<file path="src/hdl/cubic_mean_ratio_tet_quality_defines.svh">
// assertion macros for the tetrahedron quality block
`ifndef CUBIC_MEAN_RATIO_TET_QUALITY_DEFINES_SVH
`define CUBIC_MEAN_RATIO_TET_QUALITY_DEFINES_SVH

// same-cycle implication, checked on clock, off during reset
`define CMR_ASSERT_SAME(lbl, ante, cons) \
   lbl: assert property (@(posedge clock) disable iff (reset) (ante) |-> (cons)) \
      else $error("cmr check failed");

// next-cycle implication, checked on clock, off during reset
`define CMR_ASSERT_NEXT(lbl, ante, cons) \
   lbl: assert property (@(posedge clock) disable iff (reset) (ante) |=> (cons)) \
      else $error("cmr check failed");

`endif

</file>
<file path="src/hdl/cmr_pkg.sv">
// shared constants and types for the tetrahedron quality block
package cmr_pkg;

   localparam int COORD_WIDTH_DEF       = 16;
   localparam int QUALITY_FRAC_BITS_DEF = 30;
   localparam int QUALITY_WIDTH         = 32;

   // chunk width of the split multipliers
   localparam int MUL_CHUNK = 24;
   // register stages in the geometry front end and in each split multiplier
   localparam int FRONT_LAT = 5;
   localparam int MUL_LAT   = 3;

   // 432 fits in this many bits
   localparam int SCALE_BITS = 9;

   localparam logic [QUALITY_WIDTH-1:0] MAX_MAG = {1'b0, {(QUALITY_WIDTH-1){1'b1}}};

   // every point pair as an edge, the edges from point 0 come first
   localparam int EDGE_FROM [6] = '{0, 0, 0, 1, 1, 2};
   localparam int EDGE_TO   [6] = '{1, 2, 3, 2, 3, 3};

   // cyclic axis neighbors for the cross product
   localparam int AXIS_NEXT [3] = '{1, 2, 0};
   localparam int AXIS_PREV [3] = '{2, 0, 1};

   typedef struct packed {
      logic neg;
      logic degen;
   } cmr_tag_type;

endpackage

</file>
<file path="src/hdl/cmr_div_stage.sv">
// one restoring division step producing one quotient bit
module cmr_div_stage #(
   parameter int REM_W = 149,
   parameter int DEN_W = 117,
   parameter int SHIFT = 0
) (
   input  logic                                 clock,
   input  logic                                 en,
   input  logic [REM_W-1:0]                     src_rem,
   input  logic [DEN_W-1:0]                     src_den,
   input  logic [cmr_pkg::QUALITY_WIDTH-1:0]    src_quo,
   input  cmr_pkg::cmr_tag_type                 src_tag,
   output logic [REM_W-1:0]                     dst_rem,
   output logic [DEN_W-1:0]                     dst_den,
   output logic [cmr_pkg::QUALITY_WIDTH-1:0]    dst_quo,
   output cmr_pkg::cmr_tag_type                 dst_tag
);
   import cmr_pkg::*;

   logic [REM_W-1:0]         trial;
   logic                     fits;
   logic [REM_W-1:0]         rem_in;
   logic [QUALITY_WIDTH-1:0] quo_in;
   logic [REM_W-1:0]         rem_ff;
   logic [DEN_W-1:0]         den_ff;
   logic [QUALITY_WIDTH-1:0] quo_ff;
   cmr_tag_type              tag_ff;

   // compare against the shifted divisor and subtract when it fits
   always_comb begin
      trial  = REM_W'(src_den) << SHIFT;
      fits   = src_rem >= trial;
      rem_in = fits ? src_rem - trial : src_rem;
      quo_in = src_quo | (QUALITY_WIDTH'(fits) << SHIFT);
   end

   always_ff @(posedge clock) begin
      if (en) begin
         rem_ff <= rem_in;
         den_ff <= src_den;
         quo_ff <= quo_in;
         tag_ff <= src_tag;
      end
   end

   assign dst_rem = rem_ff;
   assign dst_den = den_ff;
   assign dst_quo = quo_ff;
   assign dst_tag = tag_ff;

endmodule

</file>
<file path="config.mk">
export PLATFORM = sky130hd
export DESIGN_NAME = cmr_div_stage
export DESIGN_NICKNAME = d
export VERILOG_FILES = /design/src/hdl/cubic_mean_ratio_tet_quality_defines.svh /design/src/hdl/cmr_pkg.sv /design/src/hdl/cmr_div_stage.sv
export SDC_FILE = /design/constraint.sdc
export NUM_CORES = 1
export LEC_CHECK = 0
export ABC_AREA = 0
export BUFFER_PORTS_ARGS = -buffer_cell sky130_fd_sc_hd__buf_2
export CORE_AREA = 2 2 232 234
export CTS_CLUSTER_DIAMETER = 200
export DETAILED_ROUTE_END_ITERATION = 6
export DIE_AREA = 0 0 234 236
export GPL_TIMING_DRIVEN = 0
export REMOVE_ABC_BUFFERS = 1
export SYNTH_ARGS = -nofsm -noshare
export SYNTH_HDL_FRONTEND = slang
export SYNTH_SLANG_ARGS = --single-unit
</file>
<file path="constraint.sdc">
create_clock -name clock -period 3.6 [get_ports clock]
set_input_delay 0.18 -clock clock [delete_from_list [all_inputs] [get_ports clock]]
set_output_delay 0.18 -clock clock [all_outputs]
set_load 0.02 [all_outputs]
</file>
==> metrics.yaml <==
status:
  status: "complete, no violations"
cts:
  cts_made_buffers: 36
  cts_tree: "yes"
  cts_root_buffer: "clkbuf_16"
  cts.reportedPaths.clkPinSlew_ns: 0.06
  clockBufferDepth: 3
  clock_sinks: 300
  htree_num_levels: 2
timing:
  drv_slew: 0
  finalCriticalPeriod_ns: 3.56
  fin_hold_ws_ns: 0.0105
  fmax_ghz: 0.281
  fin_tns_setup_ns: 0
  timing.final.crit_share_pct: 98.8
  relSlewSlack_pct: 15.2
  finalSetupViolCount: 0
  layout_setup_ws_ns: 0.0422
  grt_setup_unrepaired: "true"
  tightestPinTransition_ns: 1.26
  finalHoldViolCount: 0
worst_hold_path:
  hold_path_class: "in -> reg"
  whs_endpoint: "dst_rem[68]"
  min_path_cells: 3
  worstHoldStart: "src_rem[68]"
pwr:
  clockPowerShare_pct: 30.3
  p_switching_mw: 3.93
  p_comb_share_pct: 31.2
  p_int_mw: 7.67
  ir_worst_vdd_v: 0.000351
  leakage_nw: 11.8
  sequentialPowerShare_pct: 38.4
  power_mw: 11.6
  switching_share_pct: 33.9
  p_per_area_nw_per_um2: 412
synthesis:
  synth_xor_area_share_pct: 5.90
  synth-async-reset-ratio_pct: 0
  synth_area_leaders: "edfxtp_1 (44%), a21oi_1 (7.2%), ha_1 (7.1%), nor2_1 (4.2%), nand2_1 (3.6%)"
  synth_top_family_by_area: "compound AO/OA/AOI/OAI gates"
  muxShareOfSynthArea_pct: 0.152
  synth_edf_count: 300
  synthSimpleGateAreaFrac_pct: 18.4
  synth_cell_types: 78
  synth_fa_ha_area_share_pct: 7.20
  avgSynthCellArea_um2: 9.14
  synth_area_leader_cell: "edfxtp_1"
  ys_ff_latch: 300
  synth-compound-area-share_pct: 19.2
  synth_area_um2: 20600
  yosys_warnings: 0
  synth_ff_type: "edfxtp_1"
  yosysSeqAreaShare_pct: 43.7
  syn-instance-count: 2257
  synthDominantCellAreaShare_pct: 43.7
layout:
  fin_nets: 3478
  syn_to_final_growth_pct: 36.7
  drive_gt1_share_pct: 24.2
  layout_commonest_cell: "buf_2"
  final_cell_mix: "buf_2 (600), edfxtp_1 (300), a21oi_1 (294), dlygate4sd3_1 (265), nor2_1 (229)"
detailed_routing:
  drt-pass1-iter-count: 6
  drt_wl_total_mm: 84.5
  avgRoutedWirePerCell_um: 22.3
  vias_per_cell: 5.56
  num_vias: 21069
  drtAntennaViolNets: 0
  drc_errors: 0
  drtIter0Drc: 2170
floorplan:
  initial_core_util_pct: 38.9
  die_h_um: 236
  die_area_um2: 55200
  rows: 85
  num_io_pins: 602
  die_width_um: 234
  core_um2: 53100
global_routing:
  grt_overflow: 0
  grt_max_degree: 120
  antenna_found_initial: 10
  grt_pass1_wl_mm: 123
  track_usage_pct: 29.4
  first_global_vias: 20534
placement:
  pre_cts_ws_ns: -1.39
  dpl.hpwl_mm: 65.4
  routabilityCongestion: 0.915
  numPortBuffers: 601
worst_setup_path:
  worstSetupStartpoint: "src_den[36]"
  crit_arrival_ns: 3.84
  cp-end-kind: "register"
  start_kind: "input port"
  cp.required_ns: 3.88
  path_max_fanout: 9
  path_class: "in -> reg"
job:
  maxCapViolCount: 0
==> cell type report <==
type                    count  area [um2]
repair buffers            877        5830
flip-flops and latches    300        9010
clock inverters            24         201
fillers                  4959       24900
diodes                      8        20.0
clock buffers              40         916
inverters                 153         574
multi-input cells        1690       10800
well taps                 696         871
==> state kept, by name (all words and copies together) (netlist names) <==
register  count
dst_rem     149
dst_tag       2
dst_den     117
dst_quo      32
==> power by group through the flow <==
| stage | clock network (mW) | registers [mW] | logic (mW) |
|---|---|---|---|
| floorplan | 0 | 5.05 | 1.47 |
| global placement | 0 | 4.56 | 3.27 |
| detailed placement | 0 | 4.53 | 3.29 |
| CTS | 3.59 | 4.46 | 3.56 |
| global route | 3.73 | 4.50 | 3.87 |
| finish | 3.52 | 4.46 | 3.62 |
==> per-stage QoR <==
step                area [um2]  std cells  util, %
floorplan                20100       2139        -
global placement         23900       3436     45.1
detailed placement       24100       3441     45.4
CTS                      28000       3778     52.8
global route             28200       3786     53.1
finish                   28200       3788     53.1
==> cell families (layout without fill, tap and decap cells) <==
family | count (synthesis) | after routing
other cells | 0 | 8
buf+inv | 271 | 1094
mux | 3 | 3
flops | 300 | 300
compound gates | 669 | 669
xor+xnor | 139 | 139
simple gates | 757 | 761
fa+ha+maj | 118 | 118
==> worst max-delay path, stage by stage <==
cell	delay [ns]
buf_2	0.10
inv_1	0.04
ha_1	0.44
and4_1	0.31
nand2_1	0.15
or2_1	0.34
or4_1	0.61
o211ai_1	0.55
a31oi_2	0.33
o31a_1	0.37
o2111a_1	0.24
xor2_1	0.17
==> Yosys cell counts, types with 21 or more instances <==
cell type and number:
nand3_1 42, nor4_1 28, and4_1 21, a31oi_1 24, edfxtp_1 300, xnor2_1 81
nand2_1 198, clkbuf_1 63, o21bai_1 39, nand4_1 75, a21o_1 54, a21oi_1 295
xor2_1 58, inv_1 153, nor2_1 232, buf_2 42, nor3_1 42, o21ai_0 140
ha_1 117
==> metal layers <==
metal / wire (um) / up-vias / GRT usage (%)
met5: 0 / - / 0
met4: 2880 / 0 / 10.5
met3: 6140 / 144 / 4.71
met2: 38700 / 888 / 46.7
met1: 36800 / 10140 / 40.3
li1: - / 9897 / -
==> how the worst max path moves through the flow <==
stage              endpoint  slack, ns  depth (start not counted)
2_1_floorplan  dst_rem[132]      -1.84                         10
3_3_place_gp   dst_rem[132]      -4.02                         13
3_5_place_dp   dst_rem[144]      -1.39                         14
4_1_cts         dst_rem[41]      0.006                          8
5_1_grt        dst_rem[103]      -0.02                         12
6_report       dst_rem[143]       0.04                         12
==> timing repair <==
item,in CTS,in global routing
pin swaps,2,3
resized for setup,27,30
hold endpoints to repair,265,0
gates cloned,4,0
hold buffers,265,0
setup endpoints to repair,109,72
buffers inserted,4,2
Power figures use the tool's default switching activity.
