## config.mk

```make
export PLATFORM = sky130hd
export DESIGN_NAME = cmr_wide_mul
export DESIGN_NICKNAME = d
export VERILOG_FILES = /design/src/hdl/cubic_mean_ratio_tet_quality_defines.svh /design/src/hdl/cmr_pkg.sv /design/src/hdl/cmr_wide_mul.sv
export SDC_FILE = /design/constraint.sdc
export NUM_CORES = 2
export LEC_CHECK = 0
export BUFFER_PORTS_ARGS = -buffer_cell sky130_fd_sc_hd__buf_2
export CORE_MARGIN = 2
export CORE_UTILIZATION = 30
export CTS_BUF_LIST = sky130_fd_sc_hd__clkbuf_4
export CTS_CLUSTER_DIAMETER = 80
export CTS_CLUSTER_SIZE = 12
export DETAILED_ROUTE_END_ITERATION = 6
export PLACE_DENSITY_LB_ADDON = 0.08
export SLEW_MARGIN = 25
export SYNTH_ARGS = -nofsm -noshare
export SYNTH_HDL_FRONTEND = slang
export SYNTH_SLANG_ARGS = --single-unit
```

## constraint.sdc

```tcl
create_clock -name clock -period 22.2 [get_ports clock]
set_clock_uncertainty 0.1 [all_clocks]
set_input_delay 5.55 -clock clock [delete_from_list [all_inputs] [get_ports clock]]
set_output_delay 5.55 -clock clock [all_outputs]
set_load 0.02 [all_outputs]
```

## src/hdl/cubic_mean_ratio_tet_quality_defines.svh

```systemverilog
// assertion macros for the tetrahedron quality block
`ifndef CUBIC_MEAN_RATIO_TET_QUALITY_DEFINES_SVH
`define CUBIC_MEAN_RATIO_TET_QUALITY_DEFINES_SVH

// same-cycle implication, checked on clock, off during reset
`define CMR_ASSERT_SAME(lbl, ante, cons) \
   lbl: assert property (@(posedge clock) disable iff (reset) (ante) |-> (cons)) \
      else $error("cmr check failed");

// next-cycle implication, checked on clock, off during reset
`define CMR_ASSERT_NEXT(lbl, ante, cons) \
   lbl: assert property (@(posedge clock) disable iff (reset) (ante) |=> (cons)) \
      else $error("cmr check failed");

`endif

```

## src/hdl/cmr_pkg.sv

```systemverilog
// shared constants and types for the tetrahedron quality block
package cmr_pkg;

   localparam int COORD_WIDTH_DEF       = 16;
   localparam int QUALITY_FRAC_BITS_DEF = 30;
   localparam int QUALITY_WIDTH         = 32;

   // chunk width of the split multipliers
   localparam int MUL_CHUNK = 24;
   // register stages in the geometry front end and in each split multiplier
   localparam int FRONT_LAT = 5;
   localparam int MUL_LAT   = 3;

   // 432 fits in this many bits
   localparam int SCALE_BITS = 9;

   localparam logic [QUALITY_WIDTH-1:0] MAX_MAG = {1'b0, {(QUALITY_WIDTH-1){1'b1}}};

   // every point pair as an edge, the edges from point 0 come first
   localparam int EDGE_FROM [6] = '{0, 0, 0, 1, 1, 2};
   localparam int EDGE_TO   [6] = '{1, 2, 3, 2, 3, 3};

   // cyclic axis neighbors for the cross product
   localparam int AXIS_NEXT [3] = '{1, 2, 0};
   localparam int AXIS_PREV [3] = '{2, 0, 1};

   typedef struct packed {
      logic neg;
      logic degen;
   } cmr_tag_type;

endpackage

```

## src/hdl/cmr_wide_mul.sv

```systemverilog
// unsigned multiplier split into chunk products over three register stages
module cmr_wide_mul #(
   parameter int A_W = 32,
   parameter int B_W = 32
) (
   input  logic               clock,
   input  logic               en,
   input  logic [A_W-1:0]     a,
   input  logic [B_W-1:0]     b,
   output logic [A_W+B_W-1:0] p
);
   import cmr_pkg::*;

   localparam int CH   = MUL_CHUNK;
   localparam int NA   = (A_W + CH - 1) / CH;
   localparam int NB   = (B_W + CH - 1) / CH;
   localparam int APW  = NA * CH;
   localparam int BPW  = NB * CH;
   localparam int PPW  = 2 * CH;
   localparam int ROWW = CH + BPW;
   localparam int PRW  = APW + BPW;

   logic [APW-1:0]  a_pad;
   logic [BPW-1:0]  b_pad;
   logic [PPW-1:0]  pp_ff  [NA][NB];
   logic [ROWW-1:0] row_in [NA];
   logic [ROWW-1:0] row_ff [NA];
   logic [PRW-1:0]  p_in;
   logic [PRW-1:0]  p_ff;

   assign a_pad = APW'(a);
   assign b_pad = BPW'(b);

   // chunk by chunk partial products
   always_ff @(posedge clock) begin
      if (en) begin
         for (int i = 0; i < NA; i++) begin
            for (int j = 0; j < NB; j++) begin
               pp_ff[i][j] <= PPW'(a_pad[i*CH +: CH]) * PPW'(b_pad[j*CH +: CH]);
            end
         end
      end
   end

   // one row per chunk of a
   always_comb begin
      for (int i = 0; i < NA; i++) begin
         row_in[i] = '0;
         for (int j = 0; j < NB; j++) begin
            row_in[i] = row_in[i] + (ROWW'(pp_ff[i][j]) << (j * CH));
         end
      end
   end

   always_ff @(posedge clock) begin
      if (en) begin
         row_ff <= row_in;
      end
   end

   // final sum of the rows
   always_comb begin
      p_in = '0;
      for (int i = 0; i < NA; i++) begin
         p_in = p_in + (PRW'(row_ff[i]) << (i * CH));
      end
   end

   always_ff @(posedge clock) begin
      if (en) begin
         p_ff <= p_in;
      end
   end

   assign p = p_ff[A_W+B_W-1:0];

endmodule

```

==> summary.txt <==
GRT
  – Met1 usage in global routing: between 20% and 30%
  – Busiest grt layer: met2
  – Met3 usage in global routing: under 10%
  – Grt total ovfl: 0
  – Met2 Usage GRT: slightly below 30%
  – First-pass GRT wire length: 209,000 µm
  – Initial antenna violation count: 18
  – Vias in the first global route: between 30,000 and 40,000
  – Tot GR Track Use: a little under a fifth
  – Largest net degree at the start of global routing: 140

Clock network
  – Clock transition at the registers of the reported paths: about 150 ps
  – Clock latency on the worst-skew pair: around 920 ps
  – CTS max path bufs: 3
  – Clock Sink Count: 289
  – Number of setup buffers added after CTS: 0
  – Total CTS buffers: 38
  – H-tree Lvls: 2
  – CTS root buffer: clkbuf_4
  – Post-cts sizing count: 0
  – Cts hold-fix bufs: 0
  – CTS tree: yes

Synth
  – Number of synthesized register bits: 289
  – Most frequent cell after synthesis: inv_1
  – Seq/Total Area, Yosys: 19.5%
  – EDFF count, synth: roughly 290
  – Syn avg cell area: 9.82 µm²
  – Post-synth top cells: inv_1 (843), fa_1 (785), nand2_1 (626)
  – FFs w/ async S/R, synth: 0%
  – Top cell type's share of synthesized area: about a third
  – Synth top area cells: fa_1 (35%), edfxtp_1 (19%), ha_1 (11%)
  – Post-Synthesis Cell Area: 0.0446 mm²
  – Synth Warn #: 0
  – Leading area contributor after synthesis: fa_1
  – Most used DFF post-synth: edfxtp_1
  – Yosys cell types: 74
  – Mapped Cells: ~4,500
  – Synthesized net count: approximately 5,800

Routing
  – Vias/cell: between 4 and 5
  – DR pass1 iterations: 5
  – Detailed-route via count: slightly above 30,000
  – Final ANT Viol Nets: 0
  – Final wirelength: ~130,000 µm
  – Starting DRT DRC Count: 1,510
  – Residual DRC: 0
  – Drt wl/cell: approximately 20 µm

Worst setup path
  – Kind of critical path: input pin to flip-flop
  – R2R depth: 12
  – Crit path launch: b[10]
  – Critical Path Fanout Max: 32
  – Critical Path AT: ~13,000 ps
  – Worst setup EP type: flip-flop
  – CP Launch Type: input pin
  – Reg-to-reg startpoint: row_ff[0]
  – Worst endpoint required time: about 23,000 ps

Finish
  – Final nets: between 5,000 and 6,000
  – Non-filler cells, final: 6,487
  – Number of fill cells: between 15,000 and 20,000
  – Area growth, synth to finish: 6.90%
  – Final Util: about a third
  – Share of layout cells above drive strength 1: under 10%

Timing
  – Setup TNS: 0 ps
  – Pins Over Slew Limit: 0
  – Final setup fails: 0
  – Rel. slew slack: 28.7%
  – Fin. Hold Viols: 0
  – RSZ-0062 raised after global routing: no
  – Worst-margin pin slew: around 1100 ps
  – Tcrit/Tclk final: between 50% and 60%
  – Fmax: around 81 MHz
  – Period minus WS final: between 10,000 and 15,000 ps

Die
  – Site row count: 141
  – Starting Density: between 30% and 40%
  – Die H: around 400 µm
  – Die width: between 300 and 400 µm
  – Die Area: ~0.15 mm²
  – Number of placed I/O pins: between 100 and 150
  – Core area: 0.148 mm²

Place
  – Hpwl dp: just under 100,000 µm
  – DP Cell Count: 6,420
  – Placer Congestion: about 0.82
  – Port buffer count: about 130

Min path
  – Hold path cells: 0
  – Worst Hold Class: flip-flop to flip-flop
  – Hold Startpoint: pp_ff[1][32]

Run status
  – Status: finished clean

Run
  – Max-cap viol count: 0
==> stage by stage <==
| step | worst slack, ps | hold slack (ps) | area [µm²] |
|---|---|---|---|
| after floorplan | 10040 | 300 | 44600 |
| after global placement | 8980 | 301 | 47100 |
| final | 9850 | 309 | 47600 |
| after global routing | 9460 | 323 | 47600 |
| after CTS | 9900 | 313 | 47600 |
| after detailed placement | 8910 | 305 | 47100 |
==> worst max-delay path: stages <==
cell and delay, ps:
buf_2 730, nand2_1 180, fa_1 530, fa_1 540, inv_1 50, fa_1 500
inv_1 60, fa_1 530, inv_1 50, fa_1 390, fa_1 530, fa_1 440
ha_1 410, a21oi_1 260, o21ai_0 130, a221oi_1 220, o21ai_1 110, buf_4 170
a31oi_1 480, o211ai_1 240, a31oi_1 420, o21ai_1 150, xnor2_1 150
==> final timing paths <==
check / to / slack (ps)
setup / recovery: pp_ff[0][79] / 9850
hold / removal: row_ff[0] / 310
setup reg to reg: p_ff[62] / 18250
hold reg to reg: row_ff[0] / 310
==> sequential cells by signal (all words and copies together), names as in the netlist <==
signal / cells
pp_ff: 128
row_ff: 97
p_ff: 64
==> kinds of logic after synthesis <==
family          Yosys count  synth area share [%]
mux                       1                0.0225
fa+ha+maj              1164                  45.9
simple gates           1374                  15.2
flops                   289                  19.5
compound gates          475                  6.95
buf+inv                1053                  8.93
xor+xnor                180                  3.54
==> area by class of cell <==
| class | count | area, µm² | share of cell area, % |
|---|---|---|---|
| multi-input cells | 3194 | 31900 | 67.0 |
| flip-flops and latches | 289 | 8680 | 18.2 |
| inverters | 843 | 3160 | 6.64 |
| well taps | 1930 | 2410 | 5.07 |
| repair buffers | 164 | 931 | 1.95 |
| clock buffers | 39 | 293 | 0.615 |
| clock inverters | 19 | 228 | 0.478 |
| diodes | 9 | 22.5 | 0.0473 |
==> cell usage in the layout (no fill, tap or decap), types with 11 or more instances in the layout <==
master,n
inv_1,843
fa_1,785
nand2_1,626
and2_1,487
ha_1,379
edfxtp_1,289
a21oi_1,150
buf_2,128
xnor2_1,123
nor2_1,87
a21o_1,79
o21ai_0,72
xor2_1,57
nand3_1,40
clkbuf_4,39
buf_4,34
and3_1,28
nor3_1,22
a31oi_1,22
nor2b_1,22
o21a_1,22
o21bai_1,19
nand2b_1,17
a211oi_1,17
o211ai_1,14
nand4_1,11
==> routing by layer <==
metal	wire length, µm	vias to the layer above
li1	-	14100
met1	66300	15600
met2	59800	486
met3	4350	95
met4	1810	8
met5	70	-
Power is not shown: default switching activity piles up to over one toggle a cycle in this logic, so the estimate is an artifact.
